--- config.mk ---
export PLATFORM = sky130hd
export DESIGN_NAME = obstacle_avoid_steering_mux
export DESIGN_NICKNAME = d
export VERILOG_FILES = /design/src/rtl/oasm_pkg.sv /design/src/rtl/oasm_front.sv /design/src/rtl/oasm_fifo.sv /design/src/rtl/oasm_back.sv /design/src/rtl/obstacle_avoid_steering_mux.sv
export SDC_FILE = /design/constraint.sdc
export NUM_CORES = 2
export LEC_CHECK = 0
export BUFFER_PORTS_ARGS = -buffer_cell sky130_fd_sc_hd__buf_2
export CAP_MARGIN = 20
export CORE_MARGIN = 1.5
export CORE_UTILIZATION = 39
export CTS_CLUSTER_DIAMETER = 60
export DETAILED_ROUTE_END_ITERATION = 7
export GPL_ROUTABILITY_DRIVEN = 0
export PLACE_DENSITY = 0.61
export SYNTH_ARGS = -nofsm -noshare
export SYNTH_HDL_FRONTEND = slang
export SYNTH_SLANG_ARGS = --single-unit
--- constraint.sdc ---
create_clock -name i_clk -period 11.8 [get_ports i_clk]
set_clock_uncertainty 0.15 [all_clocks]
set_input_delay 0.59 -clock i_clk [delete_from_list [all_inputs] [get_ports i_clk]]
set_output_delay 0.59 -clock i_clk [all_outputs]
set_load 0.02 [all_outputs]
--- src/rtl/oasm_pkg.sv ---
package oasm_pkg;

    localparam int TSQ_W = 30;

    localparam logic [1:0] KIND_MODEL  = 2'd0;
    localparam logic [1:0] KIND_OBJECT = 2'd1;
    localparam logic [1:0] KIND_TICK   = 2'd2;

    localparam logic [1:0] MODE_CODE_IDLE    = 2'd0;
    localparam logic [1:0] MODE_CODE_AVOID   = 2'd1;
    localparam logic [1:0] MODE_CODE_RECOVER = 2'd2;

    localparam logic [2:0] CFG_TRIGGER       = 3'd0;
    localparam logic [2:0] CFG_WINDOW        = 3'd1;
    localparam logic [2:0] CFG_STEER         = 3'd2;
    localparam logic [2:0] CFG_THROTTLE      = 3'd3;
    localparam logic [2:0] CFG_AVOID_TICKS   = 3'd4;
    localparam logic [2:0] CFG_RECOVER_TICKS = 3'd5;

    typedef enum logic [2:0] {
        MODE_IDLE    = 3'b001,
        MODE_AVOID   = 3'b010,
        MODE_RECOVER = 3'b100
    } t_mode;

    typedef struct packed {
        logic [1:0]       kind;
        logic [15:0]      angle;
        logic [15:0]      throttle;
        logic             near;
        logic             side_pos;
        logic             last;
        logic [TSQ_W-1:0] dsq;
    } t_item;

    typedef struct packed {
        logic [14:0]      steer;
        logic [15:0]      throttle;
        logic [15:0]      avoid_ticks;
        logic [15:0]      recover_ticks;
    } t_cfg;

endpackage

--- src/rtl/oasm_front.sv ---
module oasm_front import oasm_pkg::*; #(
    parameter int COORD_WIDTH = 16
) (
    input  logic                   i_clk,
    input  logic                   i_rst_n,
    input  logic                   push,
    output logic                   full,
    input  logic [1:0]             i_kind,
    input  logic [15:0]            i_model_angle,
    input  logic [15:0]            i_model_throttle,
    input  logic [COORD_WIDTH-1:0] i_obj_x_mm,
    input  logic [COORD_WIDTH-1:0] i_obj_y_mm,
    input  logic                   i_last_object,
    input  logic [14:0]            i_window,
    input  logic [TSQ_W-1:0]       i_tsq,
    output logic                   o_q_push,
    output t_item                  o_q_item,
    input  logic                   i_q_full
);

    localparam int SQ_W  = 2 * COORD_WIDTH;
    localparam int SUM_W = SQ_W + 1;
    localparam int CMP_W = (SUM_W > TSQ_W) ? SUM_W : TSQ_W;
    localparam int WIN_W = (COORD_WIDTH > 15) ? COORD_WIDTH : 15;

    logic [COORD_WIDTH-1:0] w_ax;
    logic [COORD_WIDTH-1:0] w_ay;
    logic                   w_keep;
    logic                   w_side_pos;
    logic [SQ_W-1:0]        w_sqx;
    logic [SQ_W-1:0]        w_sqy;
    logic [SUM_W-1:0]       w_sum;
    logic                   w_s2_move;
    logic                   w_s1_move;
    logic                   w_s1_free;
    logic                   w_accept;
    t_item                  w_s2_item;

    logic                   r_s1_valid;
    logic [1:0]             r_s1_kind;
    logic [15:0]            r_s1_angle;
    logic [15:0]            r_s1_throttle;
    logic                   r_s1_keep;
    logic                   r_s1_side_pos;
    logic                   r_s1_last;
    logic [SQ_W-1:0]        r_s1_sqx;
    logic [SQ_W-1:0]        r_s1_sqy;
    logic                   r_s2_valid;
    t_item                  r_s2_item;

    // The object is mirrored, so it lies ahead exactly when the raw x is negative.
    assign w_ax = i_obj_x_mm[COORD_WIDTH-1] ? (~i_obj_x_mm + 1'b1) : i_obj_x_mm;
    assign w_ay = i_obj_y_mm[COORD_WIDTH-1] ? (~i_obj_y_mm + 1'b1) : i_obj_y_mm;
    assign w_keep = i_obj_x_mm[COORD_WIDTH-1] && (WIN_W'(w_ay) <= WIN_W'(i_window));
    assign w_side_pos = i_obj_y_mm[COORD_WIDTH-1] || (i_obj_y_mm == '0);
    assign w_sqx = SQ_W'(w_ax) * SQ_W'(w_ax);
    assign w_sqy = SQ_W'(w_ay) * SQ_W'(w_ay);

    assign w_sum = SUM_W'(r_s1_sqx) + SUM_W'(r_s1_sqy);

    always_comb begin
        w_s2_item          = '0;
        w_s2_item.kind     = r_s1_kind;
        w_s2_item.angle    = r_s1_angle;
        w_s2_item.throttle = r_s1_throttle;
        w_s2_item.near     = r_s1_keep && (CMP_W'(w_sum) < CMP_W'(i_tsq));
        w_s2_item.side_pos = r_s1_side_pos;
        w_s2_item.last     = r_s1_last;
        w_s2_item.dsq      = TSQ_W'(w_sum);
    end

    assign w_s2_move = r_s2_valid && !i_q_full;
    assign w_s1_move = r_s1_valid && (!r_s2_valid || w_s2_move);
    assign w_s1_free = !r_s1_valid || w_s1_move;
    assign w_accept  = push && w_s1_free;
    assign full      = !w_s1_free;
    assign o_q_push  = w_s2_move;
    assign o_q_item  = r_s2_item;

    always_ff @(posedge i_clk) begin
        if (!i_rst_n) begin
            r_s1_valid <= 1'b0;
            r_s2_valid <= 1'b0;
        end else begin
            if (w_accept) begin
                r_s1_valid <= 1'b1;
            end else if (w_s1_move) begin
                r_s1_valid <= 1'b0;
            end
            if (w_s1_move) begin
                r_s2_valid <= 1'b1;
            end else if (w_s2_move) begin
                r_s2_valid <= 1'b0;
            end
        end
    end

    always_ff @(posedge i_clk) begin
        if (w_accept) begin
            r_s1_kind     <= i_kind;
            r_s1_angle    <= i_model_angle;
            r_s1_throttle <= i_model_throttle;
            r_s1_keep     <= w_keep;
            r_s1_side_pos <= w_side_pos;
            r_s1_last     <= i_last_object;
            r_s1_sqx      <= w_sqx;
            r_s1_sqy      <= w_sqy;
        end
        if (w_s1_move) begin
            r_s2_item <= w_s2_item;
        end
    end

endmodule

--- src/rtl/oasm_fifo.sv ---
module oasm_fifo import oasm_pkg::*; #(
    parameter int DEPTH = 4
) (
    input  logic  i_clk,
    input  logic  i_rst_n,
    input  logic  i_push,
    input  t_item i_item,
    output logic  o_full,
    input  logic  i_pop,
    output t_item o_item,
    output logic  o_empty
);

    localparam int PTR_W = (DEPTH > 1) ? $clog2(DEPTH) : 1;
    localparam int CNT_W = $clog2(DEPTH + 1);
    localparam logic [PTR_W-1:0] LAST_IDX = PTR_W'(DEPTH - 1);

    t_item            r_mem [DEPTH];
    logic [PTR_W-1:0] r_wr;
    logic [PTR_W-1:0] r_rd;
    logic [CNT_W-1:0] r_count;
    logic             w_do_push;
    logic             w_do_pop;

    assign o_full    = (r_count == CNT_W'(DEPTH));
    assign o_empty   = (r_count == '0);
    assign o_item    = r_mem[r_rd];
    assign w_do_push = i_push && !o_full;
    assign w_do_pop  = i_pop && !o_empty;

    always_ff @(posedge i_clk) begin
        if (!i_rst_n) begin
            r_wr    <= '0;
            r_rd    <= '0;
            r_count <= '0;
        end else begin
            if (w_do_push) begin
                r_wr <= (r_wr == LAST_IDX) ? '0 : r_wr + 1'b1;
            end
            if (w_do_pop) begin
                r_rd <= (r_rd == LAST_IDX) ? '0 : r_rd + 1'b1;
            end
            if (w_do_push && !w_do_pop) begin
                r_count <= r_count + 1'b1;
            end else if (w_do_pop && !w_do_push) begin
                r_count <= r_count - 1'b1;
            end
        end
    end

    always_ff @(posedge i_clk) begin
        if (w_do_push) begin
            r_mem[r_wr] <= i_item;
        end
    end

endmodule

--- src/rtl/oasm_back.sv ---
module oasm_back import oasm_pkg::*; (
    input  logic               i_clk,
    input  logic               i_rst_n,
    input  logic               i_q_empty,
    input  t_item              i_q_item,
    output logic               o_q_pop,
    input  t_cfg               i_cfg,
    output logic               empty,
    input  logic               pop,
    output logic signed [15:0] o_cmd_angle,
    output logic signed [15:0] o_cmd_throttle,
    output logic [1:0]         o_mode
);

    t_mode            r_mode;
    logic [15:0]      r_elapsed;
    logic             r_steer_left;
    logic [15:0]      r_cached_angle;
    logic [15:0]      r_cached_throttle;
    logic [TSQ_W-1:0] r_nearest;
    logic             r_side;
    logic             r_found;
    logic             r_out_valid;
    logic [15:0]      r_out_angle;
    logic [15:0]      r_out_throttle;
    logic [1:0]       r_out_mode;

    t_mode            n_mode;
    logic [15:0]      n_elapsed;
    logic             n_steer_left;
    logic [15:0]      n_cached_angle;
    logic [15:0]      n_cached_throttle;
    logic [TSQ_W-1:0] n_nearest;
    logic             n_side;
    logic             n_found;
    logic             n_out_valid;
    logic [15:0]      n_out_angle;
    logic [15:0]      n_out_throttle;
    logic [1:0]       n_out_mode;

    logic             w_out_free;
    logic             w_hit;
    logic [15:0]      w_steer_pos;
    logic [15:0]      w_steer_neg;
    logic [15:0]      w_inc;
    logic [15:0]      w_limit;

    assign w_out_free  = !r_out_valid || pop;
    assign o_q_pop     = !i_q_empty && ((i_q_item.kind != KIND_TICK) || w_out_free);
    assign w_steer_pos = {1'b0, i_cfg.steer};
    assign w_steer_neg = ~w_steer_pos + 16'd1;
    assign w_inc       = (r_elapsed != 16'hFFFF) ? (r_elapsed + 16'd1) : r_elapsed;
    assign w_limit     = (r_mode == MODE_AVOID) ? i_cfg.avoid_ticks : i_cfg.recover_ticks;
    assign w_hit       = i_q_item.near && (!r_found || (i_q_item.dsq < r_nearest));

    assign empty          = !r_out_valid;
    assign o_cmd_angle    = r_out_angle;
    assign o_cmd_throttle = r_out_throttle;
    assign o_mode         = r_out_mode;

    always_comb begin
        n_mode            = r_mode;
        n_elapsed         = r_elapsed;
        n_steer_left      = r_steer_left;
        n_cached_angle    = r_cached_angle;
        n_cached_throttle = r_cached_throttle;
        n_nearest         = r_nearest;
        n_side            = r_side;
        n_found           = r_found;
        n_out_valid       = r_out_valid && !pop;
        n_out_angle       = r_out_angle;
        n_out_throttle    = r_out_throttle;
        n_out_mode        = r_out_mode;
        if (o_q_pop) begin
            case (i_q_item.kind)
                KIND_MODEL: begin
                    n_cached_angle    = i_q_item.angle;
                    n_cached_throttle = i_q_item.throttle;
                end
                KIND_OBJECT: begin
                    if (w_hit) begin
                        n_nearest = i_q_item.dsq;
                        n_side    = i_q_item.side_pos;
                        n_found   = 1'b1;
                    end
                    if (i_q_item.last) begin
                        if ((r_mode == MODE_IDLE) && (r_found || w_hit)) begin
                            n_mode       = MODE_AVOID;
                            n_elapsed    = 16'd0;
                            n_steer_left = w_hit ? i_q_item.side_pos : r_side;
                        end
                        n_found = 1'b0;
                        n_side  = 1'b0;
                    end
                end
                KIND_TICK: begin
                    n_out_valid = 1'b1;
                    case (r_mode)
                        MODE_AVOID, MODE_RECOVER: begin
                            n_out_angle    = (r_mode == MODE_RECOVER) ? 16'd0 :
                                             (r_steer_left ? w_steer_pos : w_steer_neg);
                            n_out_throttle = i_cfg.throttle;
                            n_out_mode     = (r_mode == MODE_AVOID) ? MODE_CODE_AVOID :
                                                                      MODE_CODE_RECOVER;
                            if (w_inc >= w_limit) begin
                                n_mode    = (r_mode == MODE_AVOID) ? MODE_RECOVER : MODE_IDLE;
                                n_elapsed = 16'd0;
                            end else begin
                                n_elapsed = w_inc;
                            end
                        end
                        default: begin
                            n_out_angle    = r_cached_angle;
                            n_out_throttle = r_cached_throttle;
                            n_out_mode     = MODE_CODE_IDLE;
                        end
                    endcase
                end
                default: begin
                end
            endcase
        end
    end

    always_ff @(posedge i_clk) begin
        if (!i_rst_n) begin
            r_mode            <= MODE_IDLE;
            r_elapsed         <= 16'd0;
            r_steer_left      <= 1'b0;
            r_cached_angle    <= 16'd0;
            r_cached_throttle <= 16'd0;
            r_side            <= 1'b0;
            r_found           <= 1'b0;
            r_out_valid       <= 1'b0;
        end else begin
            r_mode            <= n_mode;
            r_elapsed         <= n_elapsed;
            r_steer_left      <= n_steer_left;
            r_cached_angle    <= n_cached_angle;
            r_cached_throttle <= n_cached_throttle;
            r_side            <= n_side;
            r_found           <= n_found;
            r_out_valid       <= n_out_valid;
        end
    end

    always_ff @(posedge i_clk) begin
        r_nearest      <= n_nearest;
        r_out_angle    <= n_out_angle;
        r_out_throttle <= n_out_throttle;
        r_out_mode     <= n_out_mode;
    end

endmodule

--- src/rtl/obstacle_avoid_steering_mux.sv ---
// A tick item passes both front stages and the queue, then leaves it once the result slot is free.
// Throughput: one item per cycle while the queue is not full, set by the two-stage front
// (squares, then sum and compare) feeding a queue that the back drains one item per cycle.
// Reset: synchronous, active low; it empties the pipeline, queue and result slot, returns
// the mode to idle, clears the cached command and scan state, and restores register defaults.
module obstacle_avoid_steering_mux import oasm_pkg::*; #(
    parameter int COORD_WIDTH = 16,
    parameter int QUEUE_DEPTH = 4
) (
    input  logic                   i_clk,
    input  logic                   i_rst_n,
    input  logic                   push,
    output logic                   full,
    input  logic [1:0]             i_kind,
    input  logic signed [15:0]     i_model_angle,
    input  logic signed [15:0]     i_model_throttle,
    input  logic signed [COORD_WIDTH-1:0] i_obj_x_mm,
    input  logic signed [COORD_WIDTH-1:0] i_obj_y_mm,
    input  logic                   i_last_object,
    output logic                   empty,
    input  logic                   pop,
    output logic signed [15:0]     o_cmd_angle,
    output logic signed [15:0]     o_cmd_throttle,
    output logic [1:0]             o_mode,
    input  logic                   i_cfg_valid,
    output logic                   o_cfg_ready,
    input  logic [2:0]             i_cfg_index,
    input  logic [15:0]            i_cfg_data
);

    logic [14:0]      r_trigger;
    logic [14:0]      r_window;
    logic [14:0]      r_steer;
    logic [15:0]      r_throttle;
    logic [15:0]      r_avoid_ticks;
    logic [15:0]      r_recover_ticks;
    logic [TSQ_W-1:0] r_tsq;

    t_cfg             w_cfg;
    logic             w_q_push;
    logic             w_q_full;
    logic             w_q_pop;
    logic             w_q_empty;
    t_item            w_front_item;
    t_item            w_q_item;

    assign o_cfg_ready = 1'b1;

    always_ff @(posedge i_clk) begin
        if (!i_rst_n) begin
            r_trigger       <= 15'd80;
            r_window        <= 15'd150;
            r_steer         <= 15'd16384;
            r_throttle      <= 16'd8192;
            r_avoid_ticks   <= 16'd50;
            r_recover_ticks <= 16'd25;
            r_tsq           <= TSQ_W'(6400);
        end else begin
            r_tsq <= TSQ_W'(r_trigger) * TSQ_W'(r_trigger);
            if (i_cfg_valid && o_cfg_ready) begin
                case (i_cfg_index)
                    CFG_TRIGGER:       r_trigger       <= i_cfg_data[14:0];
                    CFG_WINDOW:        r_window        <= i_cfg_data[14:0];
                    CFG_STEER:         r_steer         <= i_cfg_data[14:0];
                    CFG_THROTTLE:      r_throttle      <= i_cfg_data;
                    CFG_AVOID_TICKS:   r_avoid_ticks   <= i_cfg_data;
                    CFG_RECOVER_TICKS: r_recover_ticks <= i_cfg_data;
                    default: begin
                    end
                endcase
            end
        end
    end

    always_comb begin
        w_cfg               = '0;
        w_cfg.steer         = r_steer;
        w_cfg.throttle      = r_throttle;
        w_cfg.avoid_ticks   = r_avoid_ticks;
        w_cfg.recover_ticks = r_recover_ticks;
    end

    oasm_front #(
        .COORD_WIDTH(COORD_WIDTH)
    ) u_front (
        .i_clk           (i_clk),
        .i_rst_n         (i_rst_n),
        .push            (push),
        .full            (full),
        .i_kind          (i_kind),
        .i_model_angle   (i_model_angle),
        .i_model_throttle(i_model_throttle),
        .i_obj_x_mm      (i_obj_x_mm),
        .i_obj_y_mm      (i_obj_y_mm),
        .i_last_object   (i_last_object),
        .i_window        (r_window),
        .i_tsq           (r_tsq),
        .o_q_push        (w_q_push),
        .o_q_item        (w_front_item),
        .i_q_full        (w_q_full)
    );

    oasm_fifo #(
        .DEPTH(QUEUE_DEPTH)
    ) u_fifo (
        .i_clk  (i_clk),
        .i_rst_n(i_rst_n),
        .i_push (w_q_push),
        .i_item (w_front_item),
        .o_full (w_q_full),
        .i_pop  (w_q_pop),
        .o_item (w_q_item),
        .o_empty(w_q_empty)
    );

    oasm_back u_back (
        .i_clk         (i_clk),
        .i_rst_n       (i_rst_n),
        .i_q_empty     (w_q_empty),
        .i_q_item      (w_q_item),
        .o_q_pop       (w_q_pop),
        .i_cfg         (w_cfg),
        .empty         (empty),
        .pop           (pop),
        .o_cmd_angle   (o_cmd_angle),
        .o_cmd_throttle(o_cmd_throttle),
        .o_mode        (o_mode)
    );

endmodule

==> metrics.md <==
| Metric | Value |
|---|---|
| Most frequent cells in the layout | `inv_1, nand2_1, edfxtp_1` |
| DRC | `0` |
| Via/cell ratio | `5.04` |
| Worst skew pair latency | `0.66 ns` |
| Port-buffer cells | `126` |
| Clock-pin slew on the worst setup and hold paths | `0.06 ns` |
| Core ar. | `122000 um2` |
| Initial antenna violation count | `6` |
| Seq/Total Area, Yosys | `38.9%` |
| DR WL/cell | `17.9 um` |
| Num rows | `128` |
| CP arrival | `9.52 ns` |
| Crit-path slowest cell | `xor2_2` |
| CTS Buf Count | `77` |
| Hold/Removal Path Class | `input port to flop` |
| Most common cell after layout, fill and taps aside | `inv_1` |
| Clk buf depth | `3` |
| Ys Warns | `0` |
| Worst stage delay on the critical path | `0.65 ns` |
| Avg Inst Size Synth | `11.1 um2` |
| Synth-to-Final Area Change | `11.6%` |
| I/O Pins | `128` |
| WS Path Type | `input port to flop` |
| Part of the cycle the worst path needs | `78.1%` |
| ANT nets after route | `0` |
| Critical path peak fanout | `16` |
| Filler cell count | `11384` |
| Largest net degree at the start of global routing | `89` |
| Post-CTS sizing | `0` |
| Die height | `354 um` |
| Status | `complete, no violations` |
| Number of synthesized flops with an enable pin | `498` |
| Buffers & Inverters on Critical Path | `8` |
| Cell area after synthesis | `48100 um2` |
| Vias in the first global route | `32418` |
| Cells after Synth | `4321` |
| Root buffer cell | `clkbuf_16` |
| RSZ-0062 raised after global routing | `false` |
| Pins Over Slew Limit | `0` |
| CP delay by family, top | `adder cells` |
| CP Launch Type | `input port` |
| Fin cells | `6183` |
| DR pass1 iterations | `5` |
| First-pass GRT wire length | `177 mm` |
| Gr ovfl total | `0` |
| GRT Total Usage | `17.9%` |
| Via count | `31175` |
| Synth Flop Type | `edfxtp_1` |
| Yosys reg bits | `686` |
| Setup TNS | `0 ns` |
| Placed insts | `6008` |
| Die area | `125000 um2` |
| Starting DRT DRC Count | `1944` |
| Core Util, Final | `44.0%` |
| CP Capture Type | `flop` |
| Worst-Margin Slew | `1.09 ns` |
| Initial cell density of the core | `39.4%` |
| Max Cap Viol | `0` |
| CTS tree | `yes` |
| Die Wd | `354 um` |
| # H-tree levels | `3` |
| Ys async rst share | `0%` |
| Final wirelength | `111 mm` |
| Post-synthesis cell type count | `84` |
| Relative slew slack | `27.3%` |
| Post-detail-place hpwl | `83.3 mm` |
| Fin crit period | `9.22 ns` |
| FMAX | `0.108 GHz` |
| Setup Viol. Count Final | `0` |
| Final hold viol count | `0` |
| Clk sinks | `686` |
| Fin nets | `5460` |
| Layout cells sized above 1 | `9.17%` |
| Critical path required time | `12.11 ns` |
==> final cells by class <==
cell class / count / area [um2] / share of cell area [%]
diodes: 1 / 2.50 / 0.00466
inverters: 731 / 2750 / 5.11
well taps: 1625 / 2030 / 3.79
clock buffers: 105 / 2170 / 4.05
flip-flops and latches: 686 / 18700 / 34.9
clock inverters: 36 / 477 / 0.888
multi-input cells: 2799 / 26300 / 48.9
repair buffers: 200 / 1270 / 2.36
==> sequential cells by signal (all words and copies together) (netlist names), 29 cells and up, named ones only <==
register	count
u_back.r_nearest	30
r_tsq	29
u_front.r_s1_sqy	31
u_front.r_s1_sqx	31
u_front.o_q_item	67
u_fifo.r_mem	268
==> worst register-to-register path, stage by stage (launching register included) <==
cell and delay, ns:
dfxtp_1 0.57, and2_1 0.34, fa_1 0.54, inv_1 0.05, fa_1 0.53, inv_1 0.05, fa_1 0.50, inv_1 0.05
fa_1 0.50, fa_1 0.50, inv_1 0.05, fa_1 0.46, ha_1 0.44, nand4_1 0.11, a21oi_1 0.14, o21ai_0 0.16
o21ai_0 0.31, o211ai_1 0.24, o31ai_1 0.53, o22ai_1 0.20, mux2i_1 0.34
==> cells in the mapped netlist, types with 6 or more instances <==
master | number | area [um2]
nand2_1 | 505 | 1900
nand4_1 | 27 | 169
a21oi_1 | 221 | 1110
a22o_1 | 14 | 123
mux2_2 | 21 | 236
nor2_1 | 258 | 968
nor3_1 | 59 | 295
mux4_2 | 66 | 1490
o21bai_1 | 20 | 150
fa_1 | 464 | 9290
edfxtp_1 | 498 | 15000
nor4_1 | 10 | 62.6
and2_1 | 74 | 463
a21o_1 | 47 | 353
dfxtp_1 | 188 | 3760
a211o_1 | 8 | 70.1
nor2b_1 | 22 | 138
or4_1 | 6 | 45.0
o211ai_1 | 19 | 143
o31ai_1 | 12 | 90.1
a211oi_1 | 19 | 143
a31oi_1 | 19 | 119
a21boi_0 | 6 | 45.0
xnor2_1 | 98 | 858
mux2i_1 | 27 | 270
o21ai_0 | 70 | 350
and3_1 | 20 | 125
inv_2 | 7 | 26.3
nand3_1 | 41 | 205
clkbuf_1 | 104 | 390
or3_1 | 16 | 100
clkinv_1 | 11 | 41.3
buf_1 | 14 | 52.6
o31a_1 | 6 | 52.6
inv_1 | 713 | 2680
o21a_1 | 29 | 218
xor2_1 | 64 | 561
ha_1 | 410 | 5130
nand2b_1 | 15 | 93.8
==> through the flow <==
step | cell area [um2] | setup slack, ns | hold WS, ns
3_5_place_dp | 50700 | 1.94 | 0.255
2_1_floorplan | 48200 | 3.17 | 0.250
4_1_cts | 53700 | 2.58 | 0.00588
3_3_place_gp | 50700 | 2.13 | 0.251
5_1_grt | 53700 | 1.90 | 0.0195
6_report | 53700 | 2.58 | 0.0374
==> routing by layer <==
metal | routed length, um | GRT usage (%) | vias to the layer above | part of all wire, %
li1 | - | - | 14740 | -
met1 | 47500 | 23.5 | 15616 | 43
met2 | 55100 | 31.1 | 658 | 50
met3 | 5080 | 2.16 | 155 | 4.6
met4 | 3030 | 5.25 | 6 | 2.7
met5 | 41 | 0 | - | 0.037
==> logic make-up after synthesis <==
kind of cell	after synthesis	share of synthesized area (%)
simple gates	1084	10.0
fa+ha+maj	874	30.0
buf+inv	857	6.74
flops	686	38.9
compound gates	539	7.13
xor+xnor	165	3.07
mux	114	4.14
other cells	2	0.0156
==> final timing paths <==
path	from	endpoint	slack [ns]	cells after the start
max reg2reg	r_trigger[2]	r_tsq[28]	4.91	20
min	push	u_front.r_s1_valid	0.04	2
min reg2reg	u_front.r_s1_angle[3]	u_front.o_q_item[52]	0.27	0
max	i_obj_x_mm[0]	u_front.r_s1_sqx[30]	2.58	28
==> timing repair <==
action	4_1_cts	5_1_grt
hold buffers	33	0
endpoints found under the hold margin	33	0
buffers inserted	0	0
Power is left out: the tool's default activity adds up to more than one toggle a clock period on the data nets, which glitch-free logic cannot reach.
